`src/rtl/kect_pkg.sv`:
```
// ----------------------------------------------------------------------------
// Keyed event counter table package
// Shared request and result types, controller command and status types,
// kind codes and the key canonicalisation function.
// ----------------------------------------------------------------------------
package kect_pkg;

  localparam int unsigned ENTRIES_DEF = 16;
  localparam int unsigned KEY_BYTES   = 31;
  localparam int unsigned KEY_W       = 8 * KEY_BYTES;
  localparam int unsigned CNT_W       = 32;
  localparam int unsigned SLOT_W      = CNT_W + 1;

  localparam logic [1:0] KIND_QUERY = 2'd0;
  localparam logic [1:0] KIND_INC   = 2'd1;
  localparam logic [1:0] KIND_CLEAR = 2'd2;

  typedef struct packed {
    logic [1:0]  kind;
    logic [63:0] key_bytes_0_7;
    logic [63:0] key_bytes_8_15;
    logic [63:0] key_bytes_16_23;
    logic [55:0] key_bytes_24_30;
  } req_t;

  typedef struct packed {
    logic             found;
    logic [CNT_W-1:0] count;
    logic             dirty;
    logic             dropped;
  } rsp_t;

  typedef struct packed {
    logic load;
    logic search;
    logic finish;
  } ctl_cmd_t;

  typedef struct packed {
    logic done;
  } ctl_sts_t;

  // Every byte after the first zero byte is forced to zero.
  function automatic logic [KEY_W-1:0] canon_key(input req_t req);
    logic [KEY_W-1:0]     raw;
    logic [KEY_W-1:0]     res;
    logic [KEY_BYTES-1:0] nz;
    logic [KEY_BYTES-1:0] first_zero;
    logic [KEY_BYTES-1:0] keep;
    raw = {req.key_bytes_24_30, req.key_bytes_16_23, req.key_bytes_8_15, req.key_bytes_0_7};
    for (int i = 0; i < KEY_BYTES; i++) begin
      nz[i] = |raw[8*i +: 8];
    end
    first_zero = ~nz & (nz + KEY_BYTES'(1));
    keep       = first_zero | (first_zero - KEY_BYTES'(1));
    for (int i = 0; i < KEY_BYTES; i++) begin
      res[8*i +: 8] = keep[i] ? raw[8*i +: 8] : 8'h00;
    end
    return res;
  endfunction

endpackage

```
`src/rtl/keyed_event_counter_table.sv`:
```
// The request is loaded, then the key memory is walked one slot a cycle until the key
// matches or the last slot is compared, then the finish state updates the slot and
// registers the result. A new request is taken only in the idle state, once the walk
// is through. busy falls in the cycle that shows the result.
// Reset clears the slot valid bits at once, so the table is empty and usable
// in the first cycle after reset; results cannot be held off by the receiver.
// ----------------------------------------------------------------------------
// Keyed event counter table
// A table of slots, each with a 31-byte key, a 32-bit event counter and a
// dirty flag, serving query, increment and clear requests.
// ----------------------------------------------------------------------------
module keyed_event_counter_table #(
  parameter int unsigned ENTRIES = kect_pkg::ENTRIES_DEF
) (
  input  logic           clk_i,
  input  logic           rst_ni,
  input  logic           start,
  output logic           busy,
  input  kect_pkg::req_t req_i,
  output logic           result_stb_o,
  output kect_pkg::rsp_t result_o
);

  import kect_pkg::*;

  ctl_cmd_t cmd;
  ctl_sts_t sts;

  kect_ctrl u_ctrl (
    .clk_i  (clk_i),
    .rst_ni (rst_ni),
    .start  (start),
    .busy   (busy),
    .cmd_o  (cmd),
    .sts_i  (sts)
  );

  kect_dpath #(
    .ENTRIES (ENTRIES)
  ) u_dpath (
    .clk_i        (clk_i),
    .rst_ni       (rst_ni),
    .req_i        (req_i),
    .cmd_i        (cmd),
    .sts_o        (sts),
    .result_stb_o (result_stb_o),
    .result_o     (result_o)
  );

endmodule

```
`src/rtl/kect_ram.sv`:
```
// ----------------------------------------------------------------------------
// Generic RAM
// One write port and one read port, with registered read data.
// ----------------------------------------------------------------------------
module kect_ram #(
  parameter int unsigned WIDTH = kect_pkg::KEY_W,
  parameter int unsigned DEPTH = kect_pkg::ENTRIES_DEF,
  parameter int unsigned AW    = (DEPTH > 1) ? $clog2(DEPTH) : 1
) (
  input  logic             clk_i,
  input  logic             we_i,
  input  logic [AW-1:0]    waddr_i,
  input  logic [WIDTH-1:0] wdata_i,
  input  logic [AW-1:0]    raddr_i,
  output logic [WIDTH-1:0] rdata_o
);

  logic [WIDTH-1:0] mem_q [DEPTH];
  logic [WIDTH-1:0] rdata_q;

  always_ff @(posedge clk_i) begin
    if (we_i) begin
      mem_q[waddr_i] <= wdata_i;
    end
    rdata_q <= mem_q[raddr_i];
  end

  assign rdata_o = rdata_q;

endmodule

```
`src/rtl/kect_ctrl.sv`:
```
// ----------------------------------------------------------------------------
// Keyed event counter table controller
// Sequences a request through the slot search and the final update.
// ----------------------------------------------------------------------------
module kect_ctrl (
  input  logic               clk_i,
  input  logic               rst_ni,
  input  logic               start,
  output logic               busy,
  output kect_pkg::ctl_cmd_t cmd_o,
  input  kect_pkg::ctl_sts_t sts_i
);

  import kect_pkg::*;

  typedef enum logic [2:0] {
    ST_IDLE   = 3'b001,
    ST_SEARCH = 3'b010,
    ST_FINISH = 3'b100
  } state_e;

  state_e state_q, state_d;

  always_comb begin
    state_d = state_q;
    cmd_o   = '0;
    case (state_q)
      ST_IDLE: begin
        if (start) begin
          cmd_o.load = 1'b1;
          state_d    = ST_SEARCH;
        end
      end
      ST_SEARCH: begin
        cmd_o.search = 1'b1;
        if (sts_i.done) begin
          state_d = ST_FINISH;
        end
      end
      ST_FINISH: begin
        cmd_o.finish = 1'b1;
        state_d      = ST_IDLE;
      end
      default: begin
        state_d = ST_IDLE;
      end
    endcase
  end

  always_ff @(posedge clk_i or negedge rst_ni) begin
    if (!rst_ni) begin
      state_q <= ST_IDLE;
    end else begin
      state_q <= state_d;
    end
  end

  assign busy = (state_q != ST_IDLE);

endmodule

```
`src/rtl/kect_dpath.sv`:
```
// ----------------------------------------------------------------------------
// Keyed event counter table datapath
// Holds the slot valid bits, the key and counter memories, the search
// pipeline and the result register.
// ----------------------------------------------------------------------------
module kect_dpath #(
  parameter int unsigned ENTRIES = kect_pkg::ENTRIES_DEF
) (
  input  logic               clk_i,
  input  logic               rst_ni,
  input  kect_pkg::req_t     req_i,
  input  kect_pkg::ctl_cmd_t cmd_i,
  output kect_pkg::ctl_sts_t sts_o,
  output logic               result_stb_o,
  output kect_pkg::rsp_t     result_o
);

  import kect_pkg::*;

  localparam int unsigned IW = (ENTRIES > 1) ? $clog2(ENTRIES) : 1;
  localparam logic [IW-1:0] LAST = IW'(ENTRIES - 1);

  logic [ENTRIES-1:0] valid_q, valid_d;
  logic [KEY_W-1:0]   key_q;
  logic [1:0]         kind_q;
  logic [IW-1:0]      rd_idx_q, rd_idx_d;
  logic               iss_q, iss_d;
  logic               cmp_v_q, cmp_v_d;
  logic [IW-1:0]      cmp_idx_q, cmp_idx_d;
  logic               hit_q, hit_d;
  logic [IW-1:0]      slot_q, slot_d;
  logic [CNT_W-1:0]   cnt_q, cnt_d;
  logic               dirty_q, dirty_d;
  logic               free_v_q, free_v_d;
  logic [IW-1:0]      free_idx_q, free_idx_d;
  logic               stb_q, stb_d;
  rsp_t               res_q, res_d;

  logic [KEY_W-1:0]   key_rdata;
  logic [SLOT_W-1:0]  slot_rdata;
  logic               key_we;
  logic               slot_we;
  logic [IW-1:0]      waddr;
  logic [SLOT_W-1:0]  slot_wdata;
  logic               cmp_hit;
  logic               is_inc;
  logic               is_clr;

  kect_ram #(
    .WIDTH (KEY_W),
    .DEPTH (ENTRIES),
    .AW    (IW)
  ) u_key_ram (
    .clk_i   (clk_i),
    .we_i    (key_we),
    .waddr_i (waddr),
    .wdata_i (key_q),
    .raddr_i (rd_idx_q),
    .rdata_o (key_rdata)
  );

  kect_ram #(
    .WIDTH (SLOT_W),
    .DEPTH (ENTRIES),
    .AW    (IW)
  ) u_slot_ram (
    .clk_i   (clk_i),
    .we_i    (slot_we),
    .waddr_i (waddr),
    .wdata_i (slot_wdata),
    .raddr_i (rd_idx_q),
    .rdata_o (slot_rdata)
  );

  assign cmp_hit    = cmp_v_q && valid_q[cmp_idx_q] && (key_rdata == key_q);
  assign sts_o.done = cmp_v_q && (cmp_hit || (cmp_idx_q == LAST));
  assign is_inc     = (kind_q == KIND_INC);
  assign is_clr     = (kind_q == KIND_CLEAR);

  always_comb begin
    valid_d    = valid_q;
    rd_idx_d   = rd_idx_q;
    iss_d      = iss_q;
    cmp_v_d    = cmp_v_q;
    cmp_idx_d  = cmp_idx_q;
    hit_d      = hit_q;
    slot_d     = slot_q;
    cnt_d      = cnt_q;
    dirty_d    = dirty_q;
    free_v_d   = free_v_q;
    free_idx_d = free_idx_q;
    stb_d      = 1'b0;
    res_d      = res_q;
    key_we     = 1'b0;
    slot_we    = 1'b0;
    waddr      = hit_q ? slot_q : free_idx_q;
    slot_wdata = '0;

    if (cmd_i.load) begin
      rd_idx_d = '0;
      iss_d    = 1'b1;
      cmp_v_d  = 1'b0;
      hit_d    = 1'b0;
      free_v_d = 1'b0;
    end

    if (cmd_i.search) begin
      cmp_v_d   = iss_q;
      cmp_idx_d = rd_idx_q;
      if (iss_q) begin
        if (rd_idx_q == LAST) begin
          iss_d = 1'b0;
        end else begin
          rd_idx_d = rd_idx_q + IW'(1);
        end
      end
      if (cmp_v_q) begin
        if (cmp_hit) begin
          hit_d   = 1'b1;
          slot_d  = cmp_idx_q;
          cnt_d   = slot_rdata[CNT_W-1:0];
          dirty_d = slot_rdata[CNT_W];
        end
        if (!valid_q[cmp_idx_q] && !free_v_q) begin
          free_v_d   = 1'b1;
          free_idx_d = cmp_idx_q;
        end
      end
    end

    if (cmd_i.finish) begin
      stb_d = 1'b1;
      res_d = '0;
      if (is_inc) begin
        if (hit_q) begin
          slot_wdata    = {1'b1, CNT_W'(cnt_q + CNT_W'(1))};
          slot_we       = 1'b1;
          res_d.found   = 1'b1;
          res_d.count   = CNT_W'(cnt_q + CNT_W'(1));
          res_d.dirty   = 1'b1;
        end else if (free_v_q) begin
          slot_wdata         = {1'b1, CNT_W'(1)};
          slot_we            = 1'b1;
          key_we             = 1'b1;
          valid_d[free_idx_q] = 1'b1;
          res_d.found        = 1'b1;
          res_d.count        = CNT_W'(1);
          res_d.dirty        = 1'b1;
        end else begin
          res_d.dropped = 1'b1;
        end
      end else if (is_clr) begin
        if (hit_q) begin
          slot_we     = 1'b1;
          res_d.found = 1'b1;
        end
      end else if (hit_q) begin
        res_d.found = 1'b1;
        res_d.count = cnt_q;
        res_d.dirty = dirty_q;
      end
    end
  end

  always_ff @(posedge clk_i or negedge rst_ni) begin
    if (!rst_ni) begin
      valid_q  <= '0;
      iss_q    <= 1'b0;
      cmp_v_q  <= 1'b0;
      hit_q    <= 1'b0;
      free_v_q <= 1'b0;
      stb_q    <= 1'b0;
    end else begin
      valid_q  <= valid_d;
      iss_q    <= iss_d;
      cmp_v_q  <= cmp_v_d;
      hit_q    <= hit_d;
      free_v_q <= free_v_d;
      stb_q    <= stb_d;
    end
  end

  always_ff @(posedge clk_i) begin
    if (cmd_i.load) begin
      key_q  <= canon_key(req_i);
      kind_q <= req_i.kind;
    end
    rd_idx_q   <= rd_idx_d;
    cmp_idx_q  <= cmp_idx_d;
    slot_q     <= slot_d;
    cnt_q      <= cnt_d;
    dirty_q    <= dirty_d;
    free_idx_q <= free_idx_d;
    res_q      <= res_d;
  end

  assign result_stb_o = stb_q;
  assign result_o     = res_q;

endmodule
```
`config.mk`:
```
export PLATFORM = sky130hd
export DESIGN_NAME = keyed_event_counter_table
export DESIGN_NICKNAME = d
export VERILOG_FILES = /design/src/rtl/kect_pkg.sv /design/src/rtl/keyed_event_counter_table.sv /design/src/rtl/kect_ram.sv /design/src/rtl/kect_ctrl.sv /design/src/rtl/kect_dpath.sv
export SDC_FILE = /design/constraint.sdc
export NUM_CORES = 2
export LEC_CHECK = 0
export BUFFER_PORTS_ARGS = -buffer_cell sky130_fd_sc_hd__buf_2
export CAP_MARGIN = 20
export CORE_MARGIN = 2
export CORE_UTILIZATION = 40
export CTS_CLUSTER_SIZE = 16
export DETAILED_ROUTE_END_ITERATION = 8
export PLACE_DENSITY_LB_ADDON = 0.05
export SLEW_MARGIN = 20
export SYNTH_ARGS = -nofsm -noshare
export SYNTH_HDL_FRONTEND = slang
export SYNTH_MEMORY_MAX_BITS = 65536
export SYNTH_SLANG_ARGS = --single-unit
```
`constraint.sdc`:
```
create_clock -name clk_i -period 13.3 [get_ports clk_i]
set_input_delay 2.66 -clock clk_i [delete_from_list [all_inputs] [get_ports clk_i]]
set_output_delay 2.66 -clock clk_i [all_outputs]
set_load 0.03 [all_outputs]
```
## After elaboration in Yosys (flattened, before gate mapping)

Memories as Yosys holds them, arrays and structs flattened. A register that Yosys moved wholly into a read port is not among the register bits.
Index checks and enable logic that the tools add are counted.

| storage, ports and cells | value |
|---|---|
| register bits after elaboration | 358 |
| bits in writable memories | 4496 |
| memories kept | 2 |

Memories:

| name | depth | width | rd ports | clocked after memory_dff | wr ports | RTL line | source |
|---|---|---|---|---|---|---|---|
| u_dpath.u_key_ram.mem_q | 16 | 248 | 1 | 1 | 1 | kect_ram.sv:18 | `logic [WIDTH-1:0] mem_q [DEPTH];` |
| u_dpath.u_slot_ram.mem_q | 16 | 33 | 1 | 1 | 1 | kect_ram.sv:18 |  |

| operators by class | value |
|---|---|
| eq/ne operators | 11 |
| add/sub/neg operators | 4 |
| reductions and logical operators | 45 |
| magnitude comparators | 3 |
| bitwise logic cells | 6 |
| multiplexer cells | 55 |

Operators with widths:

| operator | number |
|---|---|
| $eq A248 B248 Y1 | 1 |
| $reduce_or A8 Y1 | 31 |
| $mux W33 | 5 |
| $mux W34 | 4 |
| $mux W1 | 36 |
| $add A32 B1 Y32 const B | 1 |
| $add A31 B1 Y31 const B | 1 |
| $and A31 B31 Y31 | 1 |
| $not A31 Y31 | 1 |
| $or A31 B31 Y31 | 1 |
| $sub A31 B1 Y31 const B | 1 |
| $mux W4 | 5 |
| $or A16 B16 Y16 | 1 |
| $lt A4 B5 Y1 const B | 2 |
| $eq A4 B4 Y1 const B | 2 |
| $mux W3 | 2 |
| $pmux W3 S2 | 1 |
| $reduce_and A3 Y1 | 2 |
| $logic_and A1 B1 Y1 | 5 |
| $add A4 B1 Y4 const B | 1 |
| $bmux W1 S4 | 1 |
| $demux W1 S4 | 1 |
| $ge A4 B1 Y1 const B | 1 |
| $ne A2 B2 Y1 const B | 2 |
| 13 further kinds | 15 |

## Depth between registers and ports, before layout

| logic depth | value |
|---|---|
| word-level depth | 8 |
| depth in mapped cells | 10 |

## Hierarchy

From an unflattened synthesis, not the netlist that was laid out.

| unflattened totals | value |
|---|---|
| cell total of the unflattened synthesis | 8918 |
| area, all modules | 192728.6 µm² |

Modules (own cells, without submodules):

| module | seq. area each (µm²) | instances | area each (µm²) | cells an instance |
|---|---|---|---|---|
| kect_ram (u_dpath.u_key_ram) | 124119.0 | 1 | 153905.1 | 6471 |
| kect_ram (u_dpath.u_slot_ram) | 16515.8 | 1 | 20631.0 | 864 |
| kect_dpath | 10515.1 | 1 | 18037.3 | 1572 |
| kect_ctrl | 76.3 | 1 | 155.1 | 11 |

## Worst setup path after synthesis

No wires, ideal clock.

| path | value |
|---|---|
| kind | reg-to-reg |
| start point | register u_dpath.kind_q[1] |
| end point | memory u_dpath.u_key_ram.mem_q[11][0] in the netlist's numbering, enable pin |
| arrival | 11.607 ns |
| cell stages (with the launch flop) | 6 |
| slack | 0.830 ns |
| buffers on the path | 0 |
| setup time | 0.864 ns |
| period minus slack after synthesis | 12.470 ns |
| path through | edfxtp_1 nor2b_1 nand2_1 nor3_1 nand2_1 nor2_1 |

| between the ends | value |
|---|---|
| longest elaborated chain between the ends | 5 |

RTL lines:

| item | RTL line | source |
|---|---|---|
| start: declaration | kect_dpath.sv:25 | `logic [1:0] kind_q;` |
| start signal: assignment | kect_dpath.sv:186 | `kind_q <= req_i.kind;` |
| $eq A2 B1 Y1 | kect_dpath.sv:77 | `assign is_inc = (kind_q == KIND_INC);` |
| $mux W1 | kect_dpath.sv:134 | `if (is_inc) begin` |
| $mux W1 | kect_dpath.sv:131 | `if (cmd_i.finish) begin` |
| $mux W1 | kect_ram.sv:22 | `if (we_i) begin` |
| $mux W1 (implied by the code) | kect_ram.sv:23 | `mem_q[waddr_i] <= wdata_i;` |
| end: declaration | kect_ram.sv:18 |  |

Every way passes these cells.

## Worst setup path in the final report

| path | value |
|---|---|
| start point | input port req_i[155] in the netlist's numbering |
| end point | register u_dpath.key_q[246], data pin |

| between the ends | value |
|---|---|
| longest elaborated chain between the ends | 5 |
| elaborated cells between the ends (all ways) | 6 |
| those cells by class | add/sub (2); bitwise (3); reduce/logical (1) |

RTL lines:

| item | RTL line | source |
|---|---|---|
| start: declaration | keyed_event_counter_table.sv:19 | `input kect_pkg::req_t req_i,` |
| $reduce_or A8 Y1 * | kect_pkg.sv:52 | `nz[i] = \|raw[8*i +: 8];` |
| $add A31 B1 Y31 / $not A31 Y31 (equally long branches) | kect_pkg.sv:54 | `first_zero = ~nz & (nz + KEY_BYTES'(1));` |
| $and A31 B31 Y31 * | kect_pkg.sv:54 |  |
| $sub A31 B1 Y31 | kect_pkg.sv:55 | `keep = first_zero \| (first_zero - KEY_BYTES'(1));` |
| $or A31 B31 Y31 * | kect_pkg.sv:55 |  |
| end signal: assignment | kect_dpath.sv:185 | `key_q <= canon_key(req_i);` |
| end: declaration | kect_dpath.sv:24 | `logic [KEY_W-1:0] key_q;` |

Mark *: on every way between the ends. The rest lies on a longest branch, timed or not.
A chain may end at the register's enable or synchronous reset.

==> results.py <==
metrics = {
    "outcome": {
        "outcome": "finished, final reports clean",
    },
    "pwr": {
        "p_leak_nw": 69.31,
        "pwr-share-comb_pct": 15.7,
        "power_switching_share_pct": 26.53,
        "ir_worst_vdd_v": 0.0001608,
        "power.switching_w": 0.01102,
        "internal_power_w": 0.03052,
        "seq_power_share_pct": 47.7,
        "clockPowerShare_pct": 36.5,
        "powerDensity_nw_per_um2": 188.0,
    },
    "yosys": {
        "async_flop_share_pct": 0.4674,
        "ys_warn_count": 0,
        "ys_types": 65,
        "ys_seq_elements": 5135,
        "syn_area_um2": 192300,
        "yosysSeqAreaShare_pct": 78.65,
        "synth_area_per_cell_um2": 23.49,
        "synth_edf_count": 4826,
        "syn-num-nets": 8440,
        "synth-main-ff-cell": "edfxtp_1",
        "postSynthCellCount": 8185,
    },
    "clocking": {
        "cts_hold_buf": 0,
        "root_buffer": "clkbuf_16",
        "ctsResizeCount": 0,
        "path_clk_slew_ns": 0.06,
        "h-tree-depth": 6,
        "cts.path.max_buffers": 4,
        "post_cts_buffers": 0,
        "clock_latency_ns": 1.06,
        "tritoncts": "done",
        "cts_buffers": 560,
        "cts_sinks": 5135,
    },
    "die": {
        "coreArea_um2": 478600,
        "design.die.area_um2": 486300,
        "initial_core_util_pct": 40.18,
        "die_h_um": 697.3,
        "die_width_um": 697.3,
        "pin_count": 290,
        "row_count": 254,
    },
    "cells_and_area": {
        "fillers": 39750,
        "area_growth_pct": 14.89,
        "finish.net_count": 9177,
        "layout_commonest_cell": "edfxtp_1",
        "multiInputGateArea_um2": 39820,
        "layout_common_cells": "edfxtp_1, mux4_2, clkbuf_16",
        "drive_above_1_share_pct": 29.99,
        "register_area_um2": 151200,
        "fin_area_um2": 220900,
    },
    "drt": {
        "drcViolationCount": 0,
        "vias_per_cell": 5.694,
        "vias": 89930,
        "totalWireLength_um": 558800,
        "wire_per_inst_um": 35.39,
        "antenna_left": 0,
        "first_iter_violations": 9295,
        "firstDrtPassIters": 7,
    },
    "hold_path": {
        "hp-class": "reg -> reg",
    },
    "run": {
        "drv_cap": 0,
    },
    "placed_design": {
        "dp_hpwl_um": 313600,
        "place_congestion": 0.8163,
        "placed_area_um2": 203000,
        "port-buffer-count": 289,
    },
    "sta": {
        "skew_ns": 0.04353,
        "rsz0062_at_grt": "false",
        "max_freq_mhz": 179.5,
        "final_max_slew_viol_count": 0,
        "hold_viol_final": 0,
        "fin_crit_sh_pct": 41.89,
        "final.min_clock_period_ns": 5.572,
        "setup-tns-final_ns": 0,
        "max-slew-margin-rel_pct": 19.29,
        "worstMarginPinSlew_ns": 1.211,
        "setup_viol_count_final": 0,
    },
    "setup_path": {
        "slowest_stage": "a211o_1",
        "cp.arrival_ns": 6.50,
        "critPathRequiredTime_ns": 14.23,
        "cp_cell_sequence": "buf_2, nor4_1, nand2_1, nand4_1, a211o_1, nor4_4, buf_4, and3_1, and3_1",
        "path_class": "in -> reg",
        "cp_common_cell": "and3_1",
        "startpoint_type": "input pin",
        "path_max_fanout": 16,
        "max_stage_delay_ns": 0.88,
        "crit_buf_inv": 2,
        "critPathTopFamily": "simple AND/OR/NAND/NOR gates",
        "critPathCaptureType": "flop",
    },
    "global_routing": {
        "antenna_found_initial": 24,
        "grt_usage_pct": 22.69,
        "grt_max_degree": 127,
        "overflow": 0,
        "grt_pass1_wl_um": 771300,
        "grt_pass1_vias": 93930,
    },
}
worst register-to-register path, cell delays in order (launching register included):
cell      delay (ns)
edfxtp_1        0.43
nor2b_1         0.22
nand2_1         0.20
nor3_1          0.58
nand2_1         0.48
nor2_4          0.80
buf_4           0.61
buf_4           0.79
buf_12          0.66
cells by family after synthesis:
| logic type | share of synthesized area (%) |
|---|---|
| flip-flops | 78.65 |
| multiplexers | 16.51 |
| AND/OR/NAND/NOR | 2.642 |
| buffers and inverters | 0.8960 |
| AO/OA/AOI/OAI | 0.5713 |
| XOR/XNOR | 0.7106 |
| adder cells (fa/ha/maj) | 0.01822 |
Yosys cell counts, types with 3 or more instances:
| cell | n | area, µm² |
|---|---|---|
| o31ai_1 | 11 | 82.58 |
| a22o_1 | 10 | 87.58 |
| dfrtp_1 | 23 | 575.6 |
| and4_1 | 8 | 70.07 |
| and2_1 | 134 | 838.3 |
| or2_1 | 10 | 62.56 |
| nand2_1 | 108 | 405.4 |
| mux4_2 | 1410 | 31760 |
| inv_1 | 90 | 337.8 |
| nor3_1 | 12 | 60.06 |
| dfxtp_1 | 285 | 5705 |
| nor3b_1 | 3 | 22.52 |
| nor4_1 | 145 | 907.1 |
| o22ai_1 | 34 | 212.7 |
| nor2_1 | 91 | 341.6 |
| a2111o_1 | 9 | 101.4 |
| nor3_2 | 3 | 30.03 |
| nand3_1 | 23 | 115.1 |
| xnor2_1 | 66 | 578.1 |
| nor4_4 | 3 | 63.81 |
| a221o_1 | 3 | 30.03 |
| a21oi_1 | 10 | 50.05 |
| o21ai_1 | 13 | 65.06 |
| or4_1 | 5 | 37.54 |
| o21bai_1 | 4 | 30.03 |
| a31oi_1 | 5 | 31.28 |
| xor2_1 | 90 | 788.3 |
| nor2b_1 | 145 | 907.1 |
| buf_2 | 42 | 210.2 |
| o21ai_0 | 33 | 165.2 |
| nand2b_1 | 4 | 25.02 |
| edfxtp_1 | 4826 | 144900 |
| and3_1 | 132 | 825.8 |
| buf_1 | 78 | 292.8 |
| clkbuf_1 | 232 | 870.8 |
| a2111oi_0 | 10 | 87.58 |
| nand4_1 | 40 | 250.2 |
routing by layer:
metal / up-vias / global-route usage [%] / part of all wire (%)
li1: 36320 / - / -
met1: 50360 / 32.96 / 45
met2: 2628 / 37.31 / 49
met3: 613 / 2.471 / 4.6
met4: 2 / 4.857 / 2.0
met5: - / 0 / 0.0023
final cells by class:
| cell class | instances | share of cell area [%] |
|---|---|---|
| flip-flops and latches | 5135 | 68.46 |
| multi-input cells | 2606 | 18.03 |
| clock buffers | 809 | 7.267 |
| well taps | 6400 | 3.625 |
| repair buffers | 528 | 1.649 |
| clock inverters | 216 | 0.8031 |
| inverters | 91 | 0.1580 |
| diodes | 8 | 0.009062 |
stage by stage:
| step | setup WS (ns) | instances | power, W | util, % | hold slack [ns] |
|---|---|---|---|---|---|
| 2_1_floorplan | 0.8297 | 8185 | 0.02387 | - | 0.3855 |
| 3_3_place_gp | 6.720 | 14750 | 0.02679 | 42.39 | 0.3905 |
| 3_5_place_dp | 6.638 | 14750 | 0.02685 | 42.41 | 0.3906 |
| 4_1_cts | 7.792 | 15780 | 0.04204 | 46.13 | 0.4018 |
| 5_1_grt | 7.653 | 15790 | 0.04292 | 46.15 | 0.4100 |
| 6_report | 7.728 | 15790 | 0.04154 | 46.16 | 0.3997 |
path summary, 6_finish.rpt:
check / start / endpoint / slack, ns / cells after the start
min in group asynchronous: rst_ni / u_dpath.result_stb_o / 1.63 / 1
worst min-delay path: u_dpath.u_slot_ram.rdata_o[14] / u_dpath.cnt_q[14] / 0.40 / 0
worst min register to register: u_dpath.u_slot_ram.rdata_o[14] / u_dpath.cnt_q[14] / 0.40 / 0
max in group asynchronous: rst_ni / u_dpath.free_v_q / 11.19 / 1
worst max-delay path: req_i[155] / u_dpath.key_q[246] / 7.73 / 9
worst max register to register: u_dpath.kind_q[1] / u_dpath.u_key_ram.mem_q[10][118] / 7.99 / 8
power by group through the flow:
stage                     combinational [W]  clock (W)  sequential [W]
after floorplan                     0.00425          0          0.0196
after global placement              0.00666          0          0.0201
after detailed placement            0.00667          0          0.0202
after CTS                           0.00669     0.0155          0.0198
after global routing                0.00690     0.0161          0.0199
final                               0.00654     0.0152          0.0198
flip-flops by register name (all words and copies together), names as in the netlist, 2 cells and up:
| name | cells |
|---|---|
| u_ctrl.state_q | 3 |
| u_dpath.cmp_idx_q | 4 |
| u_dpath.cnt_q | 32 |
| u_dpath.free_idx_q | 4 |
| u_dpath.key_q | 248 |
| u_dpath.kind_q | 2 |
| u_dpath.rd_idx_q | 4 |
| u_dpath.result_o | 35 |
| u_dpath.slot_q | 4 |
| u_dpath.u_key_ram.mem_q | 3968 |
| u_dpath.u_key_ram.rdata_o | 248 |
| u_dpath.u_slot_ram.mem_q | 528 |
| u_dpath.u_slot_ram.rdata_o | 33 |
| u_dpath.valid_q | 16 |
(Power assumes the default switching activity.)
